File: src/hw/rtl/at_rlp_pkg.sv
// Shared types, codes and result-string tables for the AT response line parser.
package at_rlp_pkg;

  localparam int unsigned NumCodes = 8;
  localparam int unsigned TextLen  = 11;

  // Item opcodes.
  localparam logic [1:0] OP_BYTE  = 2'd0;
  localparam logic [1:0] OP_CMD   = 2'd1;
  localparam logic [1:0] OP_TICK  = 2'd2;
  localparam logic [1:0] OP_ABORT = 2'd3;

  // Status codes.
  localparam logic [1:0] ST_OK    = 2'd0;
  localparam logic [1:0] ST_FRAME = 2'd1;
  localparam logic [1:0] ST_FULL  = 2'd2;
  localparam logic [1:0] ST_BUSY  = 2'd3;

  // Result codes.
  localparam logic [3:0] RC_NONE    = 4'd0;
  localparam logic [3:0] RC_OK      = 4'd1;
  localparam logic [3:0] RC_ERROR   = 4'd2;
  localparam logic [3:0] RC_CME     = 4'd8;
  localparam logic [3:0] RC_UNKNOWN = 4'd9;

  localparam logic [7:0] CHAR_CR = 8'd13;
  localparam logic [7:0] CHAR_LF = 8'd10;

  localparam logic [15:0] INTEROCTET_RESET = 16'd100;

  // Register index of the inter-octet limit.
  localparam logic REG_INTEROCTET = 1'b0;

  typedef enum logic [1:0] {
    PH_HDR_CR  = 2'd0,
    PH_HDR_LF  = 2'd1,
    PH_BODY    = 2'd2,
    PH_TRL_LF  = 2'd3
  } phase_e;

  // Result strings, padded with spaces to a common length; first char leftmost.
  localparam logic [8*TextLen-1:0] CODE_TEXT [NumCodes] = '{
    "OK         ",
    "ERROR      ",
    "NO CARRIER ",
    "NO ANSWER  ",
    "NO DIALTONE",
    "BUSY       ",
    "RING       ",
    "+CME ERROR "
  };

  localparam logic [3:0] CODE_LEN [NumCodes] = '{
    4'd2, 4'd5, 4'd10, 4'd9, 4'd11, 4'd4, 4'd4, 4'd10
  };

  typedef struct packed {
    logic [1:0] status;
    logic       line_done;
    logic [3:0] result_code;
    logic       was_solicited;
    logic [1:0] timeout_flags;
    logic       cmd_busy;
    logic [4:0] body_length;
  } result_t;

  // Character at position pos of result string k (pos below the string length).
  function automatic logic [7:0] code_char(input logic [2:0] k, input logic [3:0] pos);
    logic [3:0]             idx;
    logic [8*TextLen-1:0]   txt;
    idx = 4'd10 - pos;
    txt = CODE_TEXT[k];
    return txt[{idx, 3'b000} +: 8];
  endfunction

endpackage

File: src/hw/rtl/at_rlp_core.sv
// Parser state, framing, string matching and timers for one word per cycle while fire_i is high.
module at_rlp_core import at_rlp_pkg::*; #(
  parameter int unsigned BODY_MAX = 31
) (
  input  logic        clk_i,
  input  logic        rst_ni,
  input  logic        fire_i,
  input  logic [1:0]  opcode_i,
  input  logic [7:0]  rx_byte_i,
  input  logic [15:0] cmd_timeout_i,
  input  logic [15:0] octet_limit_i,
  output result_t     result_o
);

  localparam int unsigned CntW = $clog2(BODY_MAX + 1);
  localparam int unsigned CmpW = CntW + 4;

  phase_e          phase_q, phase_d;
  logic [CntW-1:0] body_cnt_q, body_cnt_d;
  logic [7:0]      match_q, match_d;
  logic            busy_q, busy_d;
  logic            oct_run_q, oct_run_d;
  logic [15:0]     oct_cnt_q, oct_cnt_d;
  logic            cmd_run_q, cmd_run_d;
  logic [15:0]     cmd_cnt_q, cmd_cnt_d;
  logic [15:0]     cmd_limit_q, cmd_limit_d;

  logic [7:0]      match_upd;
  logic [3:0]      class_code;
  logic [15:0]     oct_inc, cmd_inc;
  logic            oct_abort, cmd_abort;
  logic [CntW+4:0] body_ext;

  // Running match: a string stays live while each body char equals its text.
  always_comb begin
    for (int i = 0; i < NumCodes; i++) begin
      match_upd[i] = match_q[i]
                   && (CmpW'(body_cnt_q) < CmpW'(CODE_LEN[i]))
                   && (code_char(3'(i), body_cnt_q[3:0]) == rx_byte_i);
    end
  end

  // First live string whose length equals the body length wins.
  always_comb begin
    class_code = RC_UNKNOWN;
    for (int i = NumCodes - 1; i >= 0; i--) begin
      if (match_q[i] && (CmpW'(body_cnt_q) == CmpW'(CODE_LEN[i]))) begin
        class_code = 4'(i + 1);
      end
    end
  end

  assign oct_inc   = (oct_run_q && oct_cnt_q != 16'hFFFF) ? oct_cnt_q + 16'd1 : oct_cnt_q;
  assign cmd_inc   = (cmd_run_q && cmd_cnt_q != 16'hFFFF) ? cmd_cnt_q + 16'd1 : cmd_cnt_q;
  assign oct_abort = oct_run_q && (oct_inc > octet_limit_i);
  // The inter-octet abort stops the command timer, so it masks this check.
  assign cmd_abort = !oct_abort && (cmd_limit_q != 16'd0) && cmd_run_q
                   && (cmd_inc > cmd_limit_q);

  always_comb begin
    phase_d     = phase_q;
    body_cnt_d  = body_cnt_q;
    match_d     = match_q;
    busy_d      = busy_q;
    oct_run_d   = oct_run_q;
    oct_cnt_d   = oct_cnt_q;
    cmd_run_d   = cmd_run_q;
    cmd_cnt_d   = cmd_cnt_q;
    cmd_limit_d = cmd_limit_q;
    result_o    = '0;

    unique case (opcode_i)
      OP_BYTE: begin
        oct_run_d = 1'b1;
        oct_cnt_d = 16'd0;
        unique case (phase_q)
          PH_HDR_CR: begin
            if (rx_byte_i == CHAR_CR) begin
              body_cnt_d = '0;
              match_d    = 8'hFF;
              phase_d    = PH_HDR_LF;
            end else begin
              result_o.status = ST_FRAME;
            end
          end
          PH_HDR_LF: begin
            if (rx_byte_i == CHAR_LF) phase_d = PH_BODY;
            else result_o.status = ST_FRAME;
          end
          PH_BODY: begin
            if (rx_byte_i == CHAR_CR) begin
              phase_d = PH_TRL_LF;
            end else if (rx_byte_i == CHAR_LF) begin
              result_o.status = ST_FRAME;
            end else if (body_cnt_q < CntW'(BODY_MAX)) begin
              match_d    = match_upd;
              body_cnt_d = body_cnt_q + 1'b1;
            end else begin
              result_o.status = ST_FULL;
            end
          end
          PH_TRL_LF: begin
            if (rx_byte_i == CHAR_LF) begin
              oct_run_d              = 1'b0;
              phase_d                = PH_HDR_CR;
              result_o.line_done     = 1'b1;
              result_o.result_code   = class_code;
              result_o.was_solicited = busy_q;
              if (class_code == RC_OK || class_code == RC_ERROR || class_code == RC_CME) begin
                busy_d    = 1'b0;
                cmd_run_d = 1'b0;
                cmd_cnt_d = 16'd0;
              end
            end else begin
              result_o.status = ST_FRAME;
            end
          end
          default: ;
        endcase
      end
      OP_CMD: begin
        if (busy_q) begin
          result_o.status = ST_BUSY;
        end else begin
          busy_d      = 1'b1;
          cmd_limit_d = cmd_timeout_i;
          cmd_cnt_d   = 16'd0;
          cmd_run_d   = (cmd_timeout_i != 16'd0);
        end
      end
      OP_TICK: begin
        oct_cnt_d = oct_inc;
        cmd_cnt_d = cmd_inc;
        if (oct_abort || cmd_abort) begin
          oct_run_d = 1'b0;
          oct_cnt_d = 16'd0;
          cmd_run_d = 1'b0;
          cmd_cnt_d = 16'd0;
          phase_d   = PH_HDR_CR;
          busy_d    = 1'b0;
        end
        result_o.timeout_flags = {cmd_abort, oct_abort};
      end
      OP_ABORT: begin
        oct_run_d = 1'b0;
        oct_cnt_d = 16'd0;
        cmd_run_d = 1'b0;
        cmd_cnt_d = 16'd0;
        phase_d   = PH_HDR_CR;
        busy_d    = 1'b0;
      end
      default: ;
    endcase

    result_o.cmd_busy = busy_d;
    body_ext          = (CntW + 5)'(body_cnt_d);
    result_o.body_length = body_ext[4:0];
  end

  always_ff @(posedge clk_i or negedge rst_ni) begin
    if (!rst_ni) begin
      phase_q     <= PH_HDR_CR;
      body_cnt_q  <= '0;
      match_q     <= 8'hFF;
      busy_q      <= 1'b0;
      oct_run_q   <= 1'b0;
      oct_cnt_q   <= 16'd0;
      cmd_run_q   <= 1'b0;
      cmd_cnt_q   <= 16'd0;
      cmd_limit_q <= 16'd0;
    end else if (fire_i) begin
      phase_q     <= phase_d;
      body_cnt_q  <= body_cnt_d;
      match_q     <= match_d;
      busy_q      <= busy_d;
      oct_run_q   <= oct_run_d;
      oct_cnt_q   <= oct_cnt_d;
      cmd_run_q   <= cmd_run_d;
      cmd_cnt_q   <= cmd_cnt_d;
      cmd_limit_q <= cmd_limit_d;
    end
  end

  // A stopped timer always holds zero.
  assert property (@(posedge clk_i) disable iff (!rst_ni) !oct_run_q |-> oct_cnt_q == 16'd0)
    else $error("inter-octet timer stopped with nonzero count");
  assert property (@(posedge clk_i) disable iff (!rst_ni) !cmd_run_q |-> cmd_cnt_q == 16'd0)
    else $error("command timer stopped with nonzero count");
  assert property (@(posedge clk_i) disable iff (!rst_ni)
      fire_i && opcode_i == OP_ABORT |=> !busy_q && phase_q == PH_HDR_CR && !cmd_run_q)
    else $error("abort did not clear parser state");
  assert property (@(posedge clk_i) disable iff (!rst_ni)
      body_cnt_q <= CntW'(BODY_MAX))
    else $error("body count beyond buffer limit");
  assert property (@(posedge clk_i) disable iff (!rst_ni)
      fire_i && result_o.line_done |=> phase_q == PH_HDR_CR && !oct_run_q)
    else $error("completed line left parser mid-frame");

endmodule

File: src/hw/rtl/at_response_line_parser_unit.sv
// Top level of the AT response line parser: handshakes, input and result registers, APB.
//
//  channel | direction | handshake           | word
//  --------+-----------+---------------------+-------------------------------------------
//  in      | input     | in_valid_i/ready_o  | opcode_i, rx_byte_i, cmd_timeout_i
//  out     | output    | out_valid_o/ready_i | status_o .. body_length_o (one per input)
//  apb     | input     | psel/penable/pready | interoctet_limit at address 0
//
// A word waits in the input register and is then processed into the result register;
// one word is taken per cycle while the output does not stall.
// The parser state is updated at the same edge the result register loads.
// A stalled output holds both registers; in_ready_o then drops once the input register is full.
// Reset clears all control state and sets the inter-octet limit to 100 ms.
module at_response_line_parser_unit import at_rlp_pkg::*; #(
  parameter int unsigned BODY_MAX = 31
) (
  input  logic        clk_i,
  input  logic        rst_ni,
  input  logic        in_valid_i,
  output logic        in_ready_o,
  input  logic [1:0]  opcode_i,
  input  logic [7:0]  rx_byte_i,
  input  logic [15:0] cmd_timeout_i,
  output logic        out_valid_o,
  input  logic        out_ready_i,
  output logic [1:0]  status_o,
  output logic        line_done_o,
  output logic [3:0]  result_code_o,
  output logic        was_solicited_o,
  output logic [1:0]  timeout_flags_o,
  output logic        cmd_busy_o,
  output logic [4:0]  body_length_o,
  input  logic        psel,
  input  logic        penable,
  input  logic        pwrite,
  input  logic [2:0]  paddr,
  input  logic [31:0] pwdata,
  output logic [31:0] prdata,
  output logic        pready
);

  logic        in_valid_q;
  logic [1:0]  opcode_q;
  logic [7:0]  rx_byte_q;
  logic [15:0] cmd_timeout_q;
  logic        out_valid_q;
  result_t     out_q, core_res;
  logic [15:0] limit_q;
  logic        out_free, fire, in_fire, cfg_wr;

  assign pready  = 1'b1;
  assign cfg_wr  = psel && penable && pwrite && pready;
  assign prdata  = (paddr[2] == REG_INTEROCTET) ? {16'd0, limit_q} : 32'd0;

  assign out_free   = !out_valid_q || out_ready_i;
  assign fire       = in_valid_q && out_free;
  assign in_ready_o = !in_valid_q || out_free;
  assign in_fire    = in_valid_i && in_ready_o;

  always_ff @(posedge clk_i or negedge rst_ni) begin
    if (!rst_ni) begin
      limit_q <= INTEROCTET_RESET;
    end else if (cfg_wr && paddr[2] == REG_INTEROCTET) begin
      limit_q <= pwdata[15:0];
    end
  end

  always_ff @(posedge clk_i or negedge rst_ni) begin
    if (!rst_ni) begin
      in_valid_q  <= 1'b0;
      out_valid_q <= 1'b0;
    end else begin
      if (in_ready_o) in_valid_q <= in_valid_i;
      if (out_free) out_valid_q <= in_valid_q;
    end
  end

  always_ff @(posedge clk_i) begin
    if (in_fire) begin
      opcode_q      <= opcode_i;
      rx_byte_q     <= rx_byte_i;
      cmd_timeout_q <= cmd_timeout_i;
    end
    if (fire) out_q <= core_res;
  end

  at_rlp_core #(
    .BODY_MAX(BODY_MAX)
  ) u_core (
    .clk_i        (clk_i),
    .rst_ni       (rst_ni),
    .fire_i       (fire),
    .opcode_i     (opcode_q),
    .rx_byte_i    (rx_byte_q),
    .cmd_timeout_i(cmd_timeout_q),
    .octet_limit_i(limit_q),
    .result_o     (core_res)
  );

  assign out_valid_o     = out_valid_q;
  assign status_o        = out_q.status;
  assign line_done_o     = out_q.line_done;
  assign result_code_o   = out_q.result_code;
  assign was_solicited_o = out_q.was_solicited;
  assign timeout_flags_o = out_q.timeout_flags;
  assign cmd_busy_o      = out_q.cmd_busy;
  assign body_length_o   = out_q.body_length;

  // A word waiting in the input register is never dropped while the output stalls.
  assert property (@(posedge clk_i) disable iff (!rst_ni)
      in_valid_q && !out_free |=> in_valid_q)
    else $error("input word lost during output stall");
  // Every processed word appears at the output on the next cycle.
  assert property (@(posedge clk_i) disable iff (!rst_ni) fire |=> out_valid_q)
    else $error("processed word did not reach the result register");
  assert property (@(posedge clk_i) disable iff (!rst_ni)
      out_valid_q && out_q.line_done |-> out_q.result_code != RC_NONE)
    else $error("completed line without a result code");

endmodule

File: config.mk
export PLATFORM = sky130hd
export DESIGN_NAME = at_response_line_parser_unit
export DESIGN_NICKNAME = d
export VERILOG_FILES = /design/src/hw/rtl/at_rlp_pkg.sv /design/src/hw/rtl/at_rlp_core.sv /design/src/hw/rtl/at_response_line_parser_unit.sv
export SDC_FILE = /design/constraint.sdc
export NUM_CORES = 1
export LEC_CHECK = 0
export BUFFER_PORTS_ARGS = -buffer_cell sky130_fd_sc_hd__buf_2
export CAP_MARGIN = 20
export CELL_PAD_IN_SITES_DETAIL_PLACEMENT = 1
export CELL_PAD_IN_SITES_GLOBAL_PLACEMENT = 2
export CORE_ASPECT_RATIO = 0.7
export CORE_MARGIN = 10
export CORE_UTILIZATION = 40
export CTS_BUF_LIST = sky130_fd_sc_hd__clkbuf_8 sky130_fd_sc_hd__clkbuf_16
export CTS_CLUSTER_SIZE = 20
export DETAILED_ROUTE_END_ITERATION = 12
export GPL_ROUTABILITY_DRIVEN = 0
export PLACE_DENSITY_LB_ADDON = 0.05
export SLEW_MARGIN = 15
export SYNTH_ARGS = -nofsm -noshare
export SYNTH_HDL_FRONTEND = slang
export SYNTH_HIERARCHICAL = 1
export SYNTH_SLANG_ARGS = --single-unit
export TNS_END_PERCENT = 100
File: constraint.sdc
create_clock -name clk_i -period 11.3 [get_ports clk_i]
set_input_delay 1.695 -clock clk_i [delete_from_list [all_inputs] [get_ports clk_i]]
set_output_delay 1.695 -clock clk_i [all_outputs]
set_load 0.01 [all_outputs]
Word level (Yosys, flattened, before mapping)

Index checks and enable logic that the tools add are counted.
W data, S select, Z words.

Bits in registers: 126
Memories: 0
Input port bits: 68
Word-level logic and storage cells: 206
Memory bits (writable): 0
Output and inout port bits: 51
Bits in read-only memories: 0
Latch bits: 0

Eq/ne operators: 40
Bitwise operators: 2
Divide/modulo/power cells: 0
Order comparisons: 9
Shift-type cells: 8
Mux-type cells: 60
Add/sub/neg operators: 4
Multipliers: 0
Reductions and logical operators: 61

Operators by type and width:

| cell                      | count |
|---|---|
| $shiftx A88 B8 Y8 const A | 8 |
| $mux W16                  | 9 |
| $eq A8 B8 Y1              | 8 |
| $pmux W16 S4              | 1 |
| $logic_and A1 B1 Y1       | 35 |
| $add A16 B1 Y16 const B   | 2 |
| $gt A16 B16 Y1            | 2 |
| $mux W8                   | 4 |
| $ne A16 B16 Y1 const B    | 2 |
| $pmux W16 S2              | 1 |
| $reduce_bool A16 Y1       | 2 |
| $mux W4                   | 7 |
| $mux W5                   | 5 |
| $mux W2                   | 9 |
| $eq A8 B4 Y1 const B      | 2 |
| $pmux W8 S2               | 1 |
| $eq A5 B4 Y1 const B      | 3 |
| $lt A5 B4 Y1 const B      | 3 |
| $mux W1                   | 14 |
| $reduce_and A7 Y1         | 2 |
| $ne A3 B2 Y1 const B      | 4 |
| $pmux W2 S3               | 2 |
| $eq A5 B3 Y1 const B      | 2 |
| $lt A5 B3 Y1 const B      | 2 |
| other kinds (29)          | 54 |

Logic depth before layout (Yosys ltp)

Word-level depth: 17
Mapped depth: 17
Mapped depth without buffers: 14

Modules after synthesis

The synthesis kept the hierarchy.

By module, submodules not included:

| module                       | times used | area each (sq um) | seq. area each (sq um) | cells each |
|---|---|---|---|---|
| at_rlp_core                  | 1          | 6626.4            | 1661.6                 | 825 |
| at_response_line_parser_unit | 1          | 2253.4            | 1715.4                 | 120 |

Worst setup path before layout

No wires, ideal clock.

Path kind: input to output
From: in paddr[2]
To: out prdata[10]
Arrival time: 2079 ps
Buffers on the path: 1
Required time: 9605 ps
Stages on the path: 2
Slack: 7526 ps
Path through: clkbuf_1 > nor2b_1

Word-level cells in the longest chain between the ends: 1

Ends and longest elaborated chain:

| what               | RTL line                           | text |
|---|---|---|
| start: declaration | at_response_line_parser_unit.sv:36 | `input logic [2:0] paddr,` |
| $mux W16           | at_response_line_parser_unit.sv:53 | `assign prdata = (paddr[2] == REG_INTEROCTET) ? {16'd0, limit_q} : 32'd0;` |
| end: declaration   | at_response_line_parser_unit.sv:38 | `output logic [31:0] prdata,` |

Every way passes these cells.

Worst setup path after layout

From: reg u_core.cmd_cnt_q[4]
To: reg u_core.cmd_cnt_q[3]

Word-level cells in the longest chain between the ends: 8
Elaborated cells on any way between the ends: 9
Those cells by class: 1 x add/sub; 1 x order compare; 1 x eq/ne; 3 x mux; 3 x reduce/logical

Ends and longest elaborated chain:

| what                                                                    | RTL line           | text |
|---|---|---|
| start: declaration                                                      | at_rlp_core.sv:25  | `logic [15:0] cmd_cnt_q, cmd_cnt_d;` |
| start signal: assignment                                                | at_rlp_core.sv:179 | `cmd_cnt_q <= cmd_cnt_d;` |
| parallel branches: the longest is 2 deep, another holds $add A16 B1 Y16 | -                  |  |
| $mux W16 *                                                              | at_rlp_core.sv:54  | `assign cmd_inc = (cmd_run_q && cmd_cnt_q != 16'hFFFF) ? cmd_cnt_q + 16'd1 : cmd_cnt_q;` |
| $gt A16 B16 Y1                                                          | at_rlp_core.sv:58  | `&& (cmd_inc > cmd_limit_q);` |
| $logic_and A1 B1 Y1                                                     | at_rlp_core.sv:58  |  |
| $logic_or A1 B1 Y1                                                      | at_rlp_core.sv:134 | `if (oct_abort \|\| cmd_abort) begin` |
| $mux W16 *                                                              | at_rlp_core.sv:134 |  |
| $pmux W16 S4 *                                                          | at_rlp_core.sv:72  | `unique case (opcode_i)` |

Every way passes the cells marked *.
A chain may end at the register's enable or synchronous reset.

==> impl_metrics.tcl <==
set metrics [dict create \
    critPathCaptureType "flip-flop" \
    ant_nets 0 \
    setup_violations 0 \
    clkLatencyLatePin_ps 440 \
    num_vias 7340 \
    mostFrequentLayoutCell "buf_2" \
    synth_area_um2 8880 \
    vias_per_cell 5.642 \
    synthArstFlopShare_pct 66.67 \
    antenna_cells 0 \
    drc 0 \
    fp.dieH_um 144.7 \
    ctsHoldBuffers 0 \
    slew_headroom_pct 34.32 \
    drive_above_1_share_pct 19.33 \
    dr.pass1.iters 5 \
    synth_ff_type "dfrtp_1" \
    final_cell_area_um2 10120 \
    final_cell_mix "buf_2 (82), inv_1 (76), nand2_1 (75), dfrtp_1 (73), o21ai_0 (57)" \
    synth_xor_area_share_pct 5.481 \
    post_cts_buffers 0 \
    netlist_instances 945 \
    grt_max_degree 68 \
    grt_overflow 0 \
    routedWlPerCell_um 20.77 \
    rsz0062_at_grt "no" \
    drt_iter0_markers 446 \
    start_kind "flip-flop" \
    start_util_pct 40.86 \
    cts_buffer_depth 2 \
    synth.mux.area_fraction_pct 6.242 \
    totalWireLength_um 27030 \
    die_w_um 198.1 \
    slowest_stage "nor4_1" \
    status "finished clean" \
    cpMostUsedCell "nand4_1" \
    tns_ps 0 \
    period_share_pct 42.26 \
    min_path_type "flip-flop to flip-flop" \
    slowest_delay_ps 670 \
    worst-setup-path-type "flip-flop to flip-flop" \
    crit_chain "nand4_1 -> nor4_1 -> a21oi_1 -> and3_1 -> xnor2_1 -> inv_1 -> ha_1 -> nand4_1 -> or3_1 -> o21a_1 -> o41ai_4 -> buf_4 -> nand2_1 -> o41ai_1" \
    synth_warnings 6 \
    grt_pass1_wl_um 42940 \
    syn_to_final_growth_pct 13.94 \
    power.density_nw_per_um2 215.6 \
    num_rows 45 \
    synth_top_family_by_area "simple AND/OR/NAND/NOR gates" \
    report.final.slew_viol_count 0 \
    cts_made_buffers 17 \
    rrSetupSlack_ps 6520 \
    ys_seq_elements 126 \
    yosys.area_share.simple_pct 18.57 \
    cts_tree "yes" \
    path_max_fanout 23 \
    hold_viol_final 0 \
    cts.htree.levels 4 \
    synth_compound_area_share_pct 17.02 \
    fmax_ghz 0.2094 \
    die_area_um2 28650 \
    worst_ep_required_time_ps 11620 \
    syn_area_per_cell_um2 9.397 \
    core_um2 21730 \
    vdd_drop_max_mv 0.1201 \
    cts_root_buf "clkbuf_16" \
    synth_cell_types 87 \
    portBuffers 83 \
    path_delay_family "simple AND/OR/NAND/NOR gates" \
    clock-sinks 126 \
    antenna_found_initial 0 \
    worstMarginPinSlew_ps 982.1 \
    synth_seq_area_share_pct 38.03 \
    ios 119 \
    p_leak_nw 4.497 \
    dp_hpwl_um 19740 \
    crit_arrival_ps 5090 \
    place_area_um2 9455 \
    worst-path-buf-inv 2 \
    period_needed_ps 4775 \
    cts_resized 0 \
    path_clk_slew_ps 60 \
    nets 1125 \
    fin_skew_ps 11.04 \
    yosys.area_share.adder_pct 7.299 \
    synth-edff-count 42 \
    grt.total_usage_pct 19.34 \
    grt_pass1_vias 7424 \
    drv_cap 0 \
]
-- state kept, by name (all words and copies together) (netlist names), 2 cells and up --
| register | flops |
|---|---|
| u_core/cmd_cnt_q | 16 |
| body_length_o | 5 |
| status_o | 2 |
| opcode_q | 2 |
| timeout_flags_o | 2 |
| rx_byte_q | 8 |
| u_core/cmd_limit_q | 16 |
| u_core/oct_cnt_q | 16 |
| u_core/match_q | 8 |
| cmd_timeout_q | 16 |
| limit_q | 16 |
| u_core/phase_q | 2 |
| result_code_o | 4 |
| u_core/body_cnt_q | 5 |
-- report_power, final --
group,switching (mW),total (mW),internal [mW]
registers,0.102,0.682,0.580
clock network,0.228,0.623,0.395
logic,0.524,0.876,0.352
-- through the flow --
step | setup WS [ps] | std cells | power (mW) | hold slack, ps | util [%]
after global placement | 6585 | 1269 | 1.538 | 479.2 | 43.51
after CTS | 6556 | 1301 | 2.188 | 480.7 | 46.55
after detailed placement | 6602 | 1269 | 1.549 | 468.8 | 43.51
final | 6525 | 1301 | 2.181 | 475.4 | 46.55
after floorplan | 7526 | 960 | 1.296 | 449.0 | -
after global routing | 6034 | 1301 | 2.321 | 527.3 | 46.55
-- per-layer routing --
layer / routed length, um / global-route usage [%] / share of wire (%) / vias up
met1: 14110 / 28.35 / 52 / 3627
met2: 11240 / 27.77 / 42 / 159
met3: 1486 / 4.567 / 5.5 / 14
met4: 187 / 4.718 / 0.69 / 0
li1: - / - / - / 3540
met5: 0 / 0 / 0 / -
-- area by class of cell --
type,instances,area (um^2)
fillers,2502,11620
repair buffers,96,515.5
multi-input cells,689,4925
clock buffers,17,425.4
well taps,282,352.8
inverters,76,285.3
flip-flops and latches,126,3377
clock inverters,15,236.5
-- cells by family (layout without fill, tap and decap cells) --
kind of cell / Yosys count / in the layout
buffers and inverters: 145 / 204
and+or+nand+nor: 301 / 301
muxes: 47 / 47
AOI/OAI and AO/OA: 221 / 221
xor gates and xnor gates: 51 / 51
other: 2 / 17
DFF: 126 / 126
adders and majority gates: 52 / 52
-- synthesized netlist by cell type, drive strengths merged, types with 13 or more instances --
cell / instances / area, um^2
inv: 76 / 285.3
nand2: 75 / 281.5
dfrtp: 73 / 1827
o21ai: 59 / 295.3
ha: 51 / 638.1
nor2: 45 / 171.4
edfxtp: 42 / 1261
a21oi: 39 / 198.9
clkbuf: 38 / 142.6
mux2: 37 / 454.2
xnor2: 36 / 341.6
buf: 31 / 217.7
nand3: 31 / 167.7
nand4: 31 / 193.9
o31ai: 19 / 142.6
and3: 16 / 100.1
nor2b: 16 / 100.1
nand2b: 14 / 87.58
nor4: 14 / 87.58
xor2: 14 / 122.6
nor3: 13 / 65.06
-- final timing paths --
kind,end,cells past startpoint,from
worst max-delay path,u_core/cmd_cnt_q[3]$_DFFE_PN0P_,14,u_core/cmd_cnt_q[4]$_DFFE_PN0P_
max in group asynchronous,u_core/body_cnt_q[4]$_DFFE_PN0P_,2,rst_ni
worst min register to register,out_valid_o$_DFFE_PN0P_,1,in_valid_q$_DFFE_PN0P_
min in group asynchronous,u_core/cmd_limit_q[6]$_DFFE_PN0P_,1,rst_ni
worst max register to register,u_core/cmd_cnt_q[3]$_DFFE_PN0P_,14,u_core/cmd_cnt_q[4]$_DFFE_PN0P_
worst min-delay path,out_valid_o$_DFFE_PN0P_,1,in_valid_q$_DFFE_PN0P_
No activity file was read; power rests on OpenSTA's default activity.
